### config.mk
export PLATFORM = sky130hd
export DESIGN_NAME = binary_row_shift_match_scorer
export DESIGN_NICKNAME = d
export VERILOG_FILES = /design/src/design/brsms_pkg.sv /design/src/design/brsms_front.sv /design/src/design/brsms_fifo.sv /design/src/design/brsms_back.sv /design/src/design/binary_row_shift_match_scorer.sv
export SDC_FILE = /design/constraint.sdc
export NUM_CORES = 1
export LEC_CHECK = 0
export ABC_AREA = 1
export BUFFER_PORTS_ARGS = -buffer_cell sky130_fd_sc_hd__clkbuf_2
export CORE_ASPECT_RATIO = 2
export CORE_UTILIZATION = 25
export CTS_CLUSTER_SIZE = 24
export DETAILED_ROUTE_END_ITERATION = 10
export HOLD_SLACK_MARGIN = 0.02
export SYNTH_ARGS = -nofsm -noshare
export SYNTH_HDL_FRONTEND = slang
export SYNTH_SLANG_ARGS = --single-unit
### constraint.sdc
create_clock -name clk_i -period 16 [get_ports clk_i]
set_input_delay 3.2 -clock clk_i [delete_from_list [all_inputs] [get_ports clk_i]]
set_output_delay 3.2 -clock clk_i [all_outputs]
set_load 0.01 [all_outputs]
### src/design/brsms_pkg.sv
package brsms_pkg;

  // Field widths
  localparam int unsigned BYTE_W  = 8;
  localparam int unsigned ROWS_W  = 10;
  localparam int unsigned PCT_W   = 7;
  localparam int unsigned MATCH_W = 18;

  // Largest total over the whole ROW_BYTES range (1023 rows of 512 bits)
  localparam int unsigned ROWS_MAX     = 1023;
  localparam int unsigned MAX_ROW_BITS = 512;
  localparam int unsigned TOTAL_W      = $clog2(ROWS_MAX * MAX_ROW_BITS + 1);

  // Percentage scale
  localparam int unsigned SCALE_W = 7;
  localparam logic [SCALE_W-1:0] PCT_SCALE = 7'd100;

  // Job queue between front and back
  localparam int unsigned QUEUE_DEPTH = 2;

  // Register map
  localparam int unsigned APB_ADDR_W = 2;
  localparam logic [APB_ADDR_W-1:0] ADDR_ROW_COUNT = 2'd0;

  typedef logic [TOTAL_W-1:0] total_t;

  typedef struct packed {
    logic [PCT_W-1:0]   pct;
    logic [MATCH_W-1:0] match;
  } result_t;

  function automatic logic [3:0] popcnt8(input logic [BYTE_W-1:0] v);
    logic [3:0] n;
    n = '0;
    for (int i = 0; i < BYTE_W; i++) begin
      n = n + {3'b000, v[i]};
    end
    return n;
  endfunction

endpackage

### src/design/brsms_front.sv
module brsms_front
  import brsms_pkg::*;
#(
  parameter int unsigned ROW_BYTES = 20,
  parameter int unsigned MAX_SHIFT = 3
) (
  input  logic              clk_i,
  input  logic              rst_ni,
  input  logic              in_valid_i,
  output logic              in_ready_o,
  input  logic [BYTE_W-1:0] byte_a_i,
  input  logic [BYTE_W-1:0] byte_b_i,
  input  logic              row_end_i,
  input  logic              image_end_i,
  input  logic [ROWS_W-1:0] row_count_i,
  output logic              push_valid_o,
  input  logic              push_ready_i,
  output total_t            push_total_o
);

  localparam int unsigned ROW_BITS = ROW_BYTES * 8;
  localparam int unsigned CNT_W    = $clog2(ROW_BITS + 1);
  localparam int unsigned N_SH     = 2 * MAX_SHIFT + 1;
  localparam logic [CNT_W-1:0] ROW_BITS_C = CNT_W'(ROW_BITS);

  typedef enum logic [4:0] {
    F_IDLE  = 5'b00001,
    F_FLUSH = 5'b00010,
    F_MIN   = 5'b00100,
    F_ADD   = 5'b01000,
    F_PUSH  = 5'b10000
  } front_state_e;

  front_state_e state_q;

  logic [BYTE_W-1:0] held_a_q, held_b_q, earlier_q;
  logic              pending_q;
  logic              image_q;
  logic [CNT_W-1:0]  cnt_q   [N_SH];
  logic [CNT_W-1:0]  cnt_d   [N_SH];
  logic [CNT_W-1:0]  cnt_sat [N_SH];
  logic [CNT_W-1:0]  best_q, best_d;
  logic [ROWS_W-1:0] rows_q;
  total_t            total_q;

  logic              accept;
  logic              score_en;
  logic [BYTE_W-1:0] right_b;
  logic [3*BYTE_W-1:0] win;

  assign in_ready_o   = (state_q == F_IDLE);
  assign accept       = in_valid_i & in_ready_o;
  assign push_valid_o = (state_q == F_PUSH);
  assign push_total_o = total_q;

  // right neighbor is the incoming byte, or zero fill at the row edge
  assign right_b  = (state_q == F_FLUSH) ? '0 : byte_b_i;
  assign win      = {earlier_q, held_b_q, right_b};
  assign score_en = pending_q & ((accept) | (state_q == F_FLUSH));

  // one lane per shift: s > 0 moves pixels left
  for (genvar k = 0; k < N_SH; k++) begin : g_lane
    localparam int S = k - int'(MAX_SHIFT);
    logic [BYTE_W-1:0] shifted;
    logic [CNT_W:0]    sum;
    assign shifted = win[15-S -: 8];
    assign sum = {1'b0, cnt_q[k]} + (CNT_W+1)'(popcnt8(held_a_q ^ shifted));
    assign cnt_sat[k] = (sum > {1'b0, ROW_BITS_C}) ? ROW_BITS_C : sum[CNT_W-1:0];
  end

  always_comb begin
    for (int k = 0; k < N_SH; k++) begin
      cnt_d[k] = cnt_q[k];
      if (score_en) begin
        cnt_d[k] = cnt_sat[k];
      end
      if (state_q == F_MIN) begin
        cnt_d[k] = '0;
      end
    end
  end

  always_comb begin
    best_d = ROW_BITS_C;
    for (int k = 0; k < N_SH; k++) begin
      if (cnt_q[k] < best_d) begin
        best_d = cnt_q[k];
      end
    end
  end

  always_ff @(posedge clk_i or negedge rst_ni) begin
    if (!rst_ni) begin
      state_q   <= F_IDLE;
      held_a_q  <= '0;
      held_b_q  <= '0;
      earlier_q <= '0;
      pending_q <= 1'b0;
      image_q   <= 1'b0;
      best_q    <= '0;
      rows_q    <= '0;
      total_q   <= '0;
      for (int k = 0; k < N_SH; k++) begin
        cnt_q[k] <= '0;
      end
    end else begin
      for (int k = 0; k < N_SH; k++) begin
        cnt_q[k] <= cnt_d[k];
      end
      unique case (state_q)
        F_IDLE: begin
          if (accept) begin
            if (pending_q) begin
              earlier_q <= held_b_q;
            end
            held_a_q  <= byte_a_i;
            held_b_q  <= byte_b_i;
            pending_q <= 1'b1;
            image_q   <= image_end_i;
            if (row_end_i || image_end_i) begin
              state_q <= F_FLUSH;
            end
          end
        end
        F_FLUSH: begin
          // last byte scored against zero fill, row state back to start
          held_a_q  <= '0;
          held_b_q  <= '0;
          earlier_q <= '0;
          pending_q <= 1'b0;
          state_q   <= F_MIN;
        end
        F_MIN: begin
          best_q  <= best_d;
          state_q <= F_ADD;
        end
        F_ADD: begin
          if (rows_q < row_count_i) begin
            total_q <= total_q + TOTAL_W'(ROW_BITS_C - best_q);
            rows_q  <= rows_q + ROWS_W'(1);
          end
          state_q <= image_q ? F_PUSH : F_IDLE;
        end
        F_PUSH: begin
          if (push_ready_i) begin
            total_q <= '0;
            rows_q  <= '0;
            state_q <= F_IDLE;
          end
        end
        default: state_q <= F_IDLE;
      endcase
    end
  end

endmodule

### src/design/brsms_fifo.sv
module brsms_fifo
  import brsms_pkg::*;
(
  input  logic   clk_i,
  input  logic   rst_ni,
  input  logic   wr_valid_i,
  output logic   wr_ready_o,
  input  total_t wr_data_i,
  output logic   rd_valid_o,
  input  logic   rd_ready_i,
  output total_t rd_data_o
);

  localparam int unsigned PTR_W = (QUEUE_DEPTH > 1) ? $clog2(QUEUE_DEPTH) : 1;
  localparam int unsigned CNT_W = $clog2(QUEUE_DEPTH + 1);
  localparam logic [PTR_W-1:0] LAST_PTR = PTR_W'(QUEUE_DEPTH - 1);
  localparam logic [CNT_W-1:0] FULL_CNT = CNT_W'(QUEUE_DEPTH);

  total_t           mem_q [QUEUE_DEPTH];
  logic [PTR_W-1:0] wptr_q, rptr_q;
  logic [CNT_W-1:0] cnt_q;
  logic             do_wr, do_rd;

  assign wr_ready_o = (cnt_q != FULL_CNT);
  assign rd_valid_o = (cnt_q != '0);
  assign rd_data_o  = mem_q[rptr_q];
  assign do_wr      = wr_valid_i & wr_ready_o;
  assign do_rd      = rd_valid_o & rd_ready_i;

  always_ff @(posedge clk_i) begin
    if (do_wr) begin
      mem_q[wptr_q] <= wr_data_i;
    end
  end

  always_ff @(posedge clk_i or negedge rst_ni) begin
    if (!rst_ni) begin
      wptr_q <= '0;
      rptr_q <= '0;
      cnt_q  <= '0;
    end else begin
      if (do_wr) begin
        wptr_q <= (wptr_q == LAST_PTR) ? '0 : wptr_q + PTR_W'(1);
      end
      if (do_rd) begin
        rptr_q <= (rptr_q == LAST_PTR) ? '0 : rptr_q + PTR_W'(1);
      end
      case ({do_wr, do_rd})
        2'b10:   cnt_q <= cnt_q + CNT_W'(1);
        2'b01:   cnt_q <= cnt_q - CNT_W'(1);
        default: cnt_q <= cnt_q;
      endcase
    end
  end

endmodule

### src/design/brsms_back.sv
module brsms_back
  import brsms_pkg::*;
#(
  parameter int unsigned ROW_BYTES = 20
) (
  input  logic              clk_i,
  input  logic              rst_ni,
  input  logic              job_valid_i,
  output logic              job_ready_o,
  input  total_t            job_total_i,
  input  logic [ROWS_W-1:0] row_count_i,
  output logic              res_valid_o,
  input  logic              res_ready_i,
  output result_t           res_o
);

  localparam int unsigned ROW_BITS  = ROW_BYTES * 8;
  localparam int unsigned REM_W     = TOTAL_W + SCALE_W;
  localparam int unsigned DIV_SHIFT = PCT_W - 1;
  localparam int unsigned STEP_W    = $clog2(PCT_W);
  localparam logic [STEP_W-1:0] LAST_STEP = STEP_W'(DIV_SHIFT);

  typedef enum logic [2:0] {
    B_IDLE = 3'b001,
    B_DIV  = 3'b010,
    B_DONE = 3'b100
  } back_state_e;

  back_state_e state_q;

  logic [REM_W-1:0]   rem_q, dvs_q;
  logic [PCT_W-1:0]   quo_q;
  logic [STEP_W-1:0]  step_q;
  logic               zero_q;
  logic [MATCH_W-1:0] match_q;
  logic               res_valid_q;
  result_t            res_q;
  logic               ge;

  assign job_ready_o = (state_q == B_IDLE);
  assign res_valid_o = res_valid_q;
  assign res_o       = res_q;
  assign ge          = (rem_q >= dvs_q);

  // restoring division, one quotient bit per cycle
  always_ff @(posedge clk_i) begin
    unique case (state_q)
      B_IDLE: begin
        rem_q   <= REM_W'(job_total_i) * REM_W'(PCT_SCALE);
        dvs_q   <= (REM_W'(row_count_i) * REM_W'(ROW_BITS)) << DIV_SHIFT;
        zero_q  <= (row_count_i == '0);
        match_q <= job_total_i[MATCH_W-1:0];
        quo_q   <= '0;
      end
      B_DIV: begin
        if (ge) begin
          rem_q <= rem_q - dvs_q;
        end
        dvs_q <= dvs_q >> 1;
        quo_q <= {quo_q[PCT_W-2:0], ge};
      end
      B_DONE: begin
        rem_q <= rem_q;
      end
      default: rem_q <= rem_q;
    endcase
  end

  always_ff @(posedge clk_i) begin
    if ((state_q == B_DONE) && (!res_valid_q || res_ready_i)) begin
      res_q.pct   <= zero_q ? '0 : quo_q;
      res_q.match <= match_q;
    end
  end

  always_ff @(posedge clk_i or negedge rst_ni) begin
    if (!rst_ni) begin
      state_q     <= B_IDLE;
      step_q      <= '0;
      res_valid_q <= 1'b0;
    end else begin
      if (res_valid_q && res_ready_i) begin
        res_valid_q <= 1'b0;
      end
      unique case (state_q)
        B_IDLE: begin
          step_q <= '0;
          if (job_valid_i) begin
            state_q <= B_DIV;
          end
        end
        B_DIV: begin
          step_q <= step_q + STEP_W'(1);
          if (step_q == LAST_STEP) begin
            state_q <= B_DONE;
          end
        end
        B_DONE: begin
          if (!res_valid_q || res_ready_i) begin
            res_valid_q <= 1'b1;
            state_q     <= B_IDLE;
          end
        end
        default: state_q <= B_IDLE;
      endcase
    end
  end

endmodule

### src/design/binary_row_shift_match_scorer.sv
// Row-by-row similarity scorer for two 1-bit images. Each input transfer
// carries one byte of image A and the matching byte of image B (MSB is the
// leftmost pixel); tlast marks the last byte of a row and tuser the last byte
// of the image. Every row of B is compared against A at shifts -MAX_SHIFT to
// +MAX_SHIFT with zero fill at the row edges, and the best matching-bit count
// of the first row_count rows is summed. After the image end one result
// transfer gives that sum and the truncated percentage sum*100 /
// (row_count*ROW_BYTES*8), zero when row_count is 0. Throughput: one byte per
// cycle inside a row; the byte that closes a row holds the input through the
// edge flush, the minimum search over the shift counters and the accumulate,
// and, when it ends the image, through the hand-off to the job queue, which can
// wait on a full queue. The result side runs a 7-step restoring divider behind
// a 2-entry queue and an output register, so it overlaps the next image.
// The user writes row_count over APB, byte address 0, only while idle; unchecked.
module binary_row_shift_match_scorer
  import brsms_pkg::*;
#(
  parameter int unsigned ROW_BYTES = 20,  // 2..64
  parameter int unsigned MAX_SHIFT = 3    // 1..7
) (
  input  logic                  clk_i,
  input  logic                  rst_ni,
  // input stream
  input  logic                  s_axis_tvalid,
  output logic                  s_axis_tready,
  input  logic [15:0]           s_axis_tdata,  // [7:0] byte_a, [15:8] byte_b
  input  logic                  s_axis_tlast,  // row_end
  input  logic                  s_axis_tuser,  // image_end
  // result stream
  output logic                  m_axis_tvalid,
  input  logic                  m_axis_tready,
  output logic [31:0]           m_axis_tdata,  // [6:0] similarity_percent,
                                               // [24:7] matching_bits, rest 0
  // configuration
  input  logic                  psel,
  input  logic                  penable,
  input  logic                  pwrite,
  input  logic [APB_ADDR_W-1:0] paddr,
  input  logic [31:0]           pwdata,
  output logic [31:0]           prdata,
  output logic                  pready
);

  logic [ROWS_W-1:0] row_count_q;
  logic              cfg_wr;

  // front to queue
  logic   push_valid, push_ready;
  total_t push_total;
  // queue to back
  logic   job_valid, job_ready;
  total_t job_total;

  result_t res;

  // ---------------------------------------------------------------------
  // Configuration: single register, zero wait states
  // ---------------------------------------------------------------------
  assign pready = 1'b1;
  assign cfg_wr = psel & penable & pwrite & pready & (paddr == ADDR_ROW_COUNT);
  assign prdata = (paddr == ADDR_ROW_COUNT) ? {{(32-ROWS_W){1'b0}}, row_count_q} : '0;

  always_ff @(posedge clk_i or negedge rst_ni) begin
    if (!rst_ni) begin
      row_count_q <= '0;
    end else if (cfg_wr) begin
      row_count_q <= pwdata[ROWS_W-1:0];
    end
  end

  // ---------------------------------------------------------------------
  // Front: per-byte shift scoring and row accumulation
  // ---------------------------------------------------------------------
  brsms_front #(
    .ROW_BYTES (ROW_BYTES),
    .MAX_SHIFT (MAX_SHIFT)
  ) u_front (
    .clk_i        (clk_i),
    .rst_ni       (rst_ni),
    .in_valid_i   (s_axis_tvalid),
    .in_ready_o   (s_axis_tready),
    .byte_a_i     (s_axis_tdata[7:0]),
    .byte_b_i     (s_axis_tdata[15:8]),
    .row_end_i    (s_axis_tlast),
    .image_end_i  (s_axis_tuser),
    .row_count_i  (row_count_q),
    .push_valid_o (push_valid),
    .push_ready_i (push_ready),
    .push_total_o (push_total)
  );

  // ---------------------------------------------------------------------
  // Job queue: one entry per finished image
  // ---------------------------------------------------------------------
  brsms_fifo u_fifo (
    .clk_i      (clk_i),
    .rst_ni     (rst_ni),
    .wr_valid_i (push_valid),
    .wr_ready_o (push_ready),
    .wr_data_i  (push_total),
    .rd_valid_o (job_valid),
    .rd_ready_i (job_ready),
    .rd_data_o  (job_total)
  );

  // ---------------------------------------------------------------------
  // Back: percentage divider and output register
  // ---------------------------------------------------------------------
  brsms_back #(
    .ROW_BYTES (ROW_BYTES)
  ) u_back (
    .clk_i       (clk_i),
    .rst_ni      (rst_ni),
    .job_valid_i (job_valid),
    .job_ready_o (job_ready),
    .job_total_i (job_total),
    .row_count_i (row_count_q),
    .res_valid_o (m_axis_tvalid),
    .res_ready_i (m_axis_tready),
    .res_o       (res)
  );

  assign m_axis_tdata = {{(32-PCT_W-MATCH_W){1'b0}}, res.match, res.pct};

endmodule

==> qor.txt <==
Status -> completed
Vias/cell -> 4.47
Max incr delay on CP -> 0.79 ns
Req. time, crit path -> 16.53 ns
Synth area leaders -> edfxtp_1 21%, dfrtp_1 17%, ha_1 14%, inv_1 7.0%, nand2_1 6.9%
Num rows -> 146
CTS Sinks -> 279
Post-synth top cells -> 370 x inv_1, 364 x nand2_1, 219 x ha_1
Synth-to-Final Area Change -> 12.8%
Final Cycle Share -> 64.2%
Setup-failing EPs final -> 0
Worst r2r dst -> u_front.best_q[6]
Crit path max-delay cell type -> a211oi_1
Cell area after synthesis -> 19900 um^2
Most common flop cell mapped by yosys -> edfxtp_1
Worst Tran Pin Value -> 1.02 ns
N_diodes -> 0
Synth Instances -> 2288
DR WL met2 -> 26.9 mm
Layout cells sized above 1 -> 7.84%
Ports -> 126
Register area share after synthesis -> 38.6%
CP endpoint kind -> register
F_max -> 0.0974 GHz
Routed via count -> 15200
Congestion Overflow GR -> 0
First DRT Iteration DRCs -> 415
Clock Pin Slew Worst Setup and Hold Paths -> 0.06 ns
CTS Buffer Depth -> 3
DR DRC count -> 0
CTS tree -> built
Hold endpoint -> u_back.res_o[4]
Worst slew margin -> 31.7%
Initial Utilization -> 25.2%
Initial DRT Pass Iterations -> 8
Crit path DAT -> 10.80 ns
Unrepaired setup endpoints after global routing -> no
EDFF count, synth -> 139
Setup TNS Final -> 0 ns
Total GRT Usage -> 11.7%
Root Driver -> clkbuf_16
First-pass GRT wire length -> 76.9 mm
Worst hold stages -> 0
Min-delay src -> u_back.match_q[4]
Worst Reg-to-Reg Cells -> 42
Critical path class -> register to register
Cts repair resizes -> 0
YS warnings -> 0
Die area -> 80800 um^2
Flop-to-flop setup slack -> 5.73 ns
Max Cap Violations -> 0
Gp weighted congestion -> 0.829
Setup Skew -> 0.0204 ns
Wl on met1 -> 16.4 mm
Max Used Layer -> met4
Die H -> 401 um
Hold Crit Class -> register to register
#FFs+latches synth -> 279
CP max FO -> 15
Per-cell routed wire length -> 13.8 um
Clock Latency Late Sink -> 0.60 ns
Initial antenna violation count -> 0
Async SR Flop Fraction -> 50.2%
Overall routed net length -> 47.1 mm
Post-route ant nets -> 0
Port Buffers -> 73
Count leader, synth -> inv_1
Pin count of the biggest net entering global routing -> 87
Vias in the first global route -> 15700
Reg-to-reg startpoint -> u_front.cnt_q[53]
Cell taking the most area after synthesis -> edfxtp_1
Final nets -> 2677
Met3 WL post-DR -> 1.32 mm
Syn avg cell area -> 8.70 um^2
Crit start category -> register
CTS Hold Bufs -> 0
Final HPWL DP -> 37.7 mm
Die extent in x -> 202 um
Htree depth -> 1
CTS buffer count -> 31
Post-CTS setup buffer count -> 0
Count of final max-slew check failures -> 0
Post-layout minimum cycle time -> 10.27 ns
Hold Vio Cnt, Final -> 0
Core area -> 78900 um^2
Yosys cell types -> 50
Share of the synthesized area in the top cell type -> 21.0%
==> sequential cells by signal, summed over array words and instances (netlist names), 7 cells and up <==
signal / count
u_back.match_q: 18
u_front.rows_q: 10
row_count_q: 10
u_back.res_o: 25
u_front.held_a_q: 8
u_back.quo_q: 7
u_front.cnt_q: 56
u_fifo.mem_q: 38
u_back.dvs_q: 24
u_front.best_q: 8
u_front.push_total_o: 19
u_back.rem_q: 26
u_front.g_lane.shifted: 8
==> how the worst max path moves through the flow <==
stage	from	to	slack, ns
after global placement	u_front.cnt_q[55]	u_front.best_q[5]	5.89
after floorplan	u_front.cnt_q[55]	u_front.best_q[0]	7.55
after CTS	u_front.cnt_q[53]	u_front.best_q[4]	5.77
after detailed placement	u_front.cnt_q[53]	u_front.best_q[4]	5.82
after global routing	u_front.cnt_q[55]	u_front.best_q[3]	4.98
final	u_front.cnt_q[53]	u_front.best_q[6]	5.73
==> placed cells by master, fill, tap and decap left out, types with 82 or more instances in the layout <==
cell        n
nand2_1   363
nand3_1   119
ha_1      219
o21ai_0   183
a21oi_1   114
edfxtp_1  139
inv_1     369
nor2_1    177
dfrtp_1   138
xor2_1     82
==> per-layer routing <==
metal	vias up	track usage [%]
li1	7622	-
met1	7258	10.7
met2	243	24.3
met3	122	1.29
met4	0	6.22
met5	-	0
==> critical path: cells and delay by family (launching register included) <==
kind	cells	cell delay [ns]
simple gates	18	2.03
flops	1	0.43
buf+inv	1	0.11
compound gates	17	5.82
fa+ha+maj	6	1.80
==> metrics by stage <==
step	worst slack [ns]	util (%)	instances	instance area, um^2	hold WS, ns
4_1_cts	5.77	28.5	3408	22500	0.420
5_1_grt	4.98	28.5	3408	22500	0.425
2_1_floorplan	7.55	-	2316	20000	0.400
3_3_place_gp	5.89	27.1	3350	21400	0.403
3_5_place_dp	5.82	27.1	3350	21400	0.405
6_report	5.73	28.5	3408	22500	0.418
==> area by class of cell <==
class | count | area, um^2
repair buffers | 88 | 484
fillers | 8479 | 56500
multi-input cells | 1569 | 10500
clock inverters | 24 | 310
well taps | 1036 | 1300
flip-flops and latches | 279 | 7680
clock buffers | 34 | 787
inverters | 378 | 1420
==> cell families after synthesis <==
group | Yosys count | synth area share [%]
muxes | 1 | 0.0566
adders and majority gates | 271 | 19.0
DFF | 279 | 38.6
other | 2 | 0.0377
xor gates and xnor gates | 123 | 5.41
buffers and inverters | 468 | 9.40
and+or+nand+nor | 737 | 15.7
AOI/OAI and AO/OA | 407 | 11.8
Power is not shown: default switching activity piles up to over one toggle a cycle in this logic, so the estimate is an artifact.
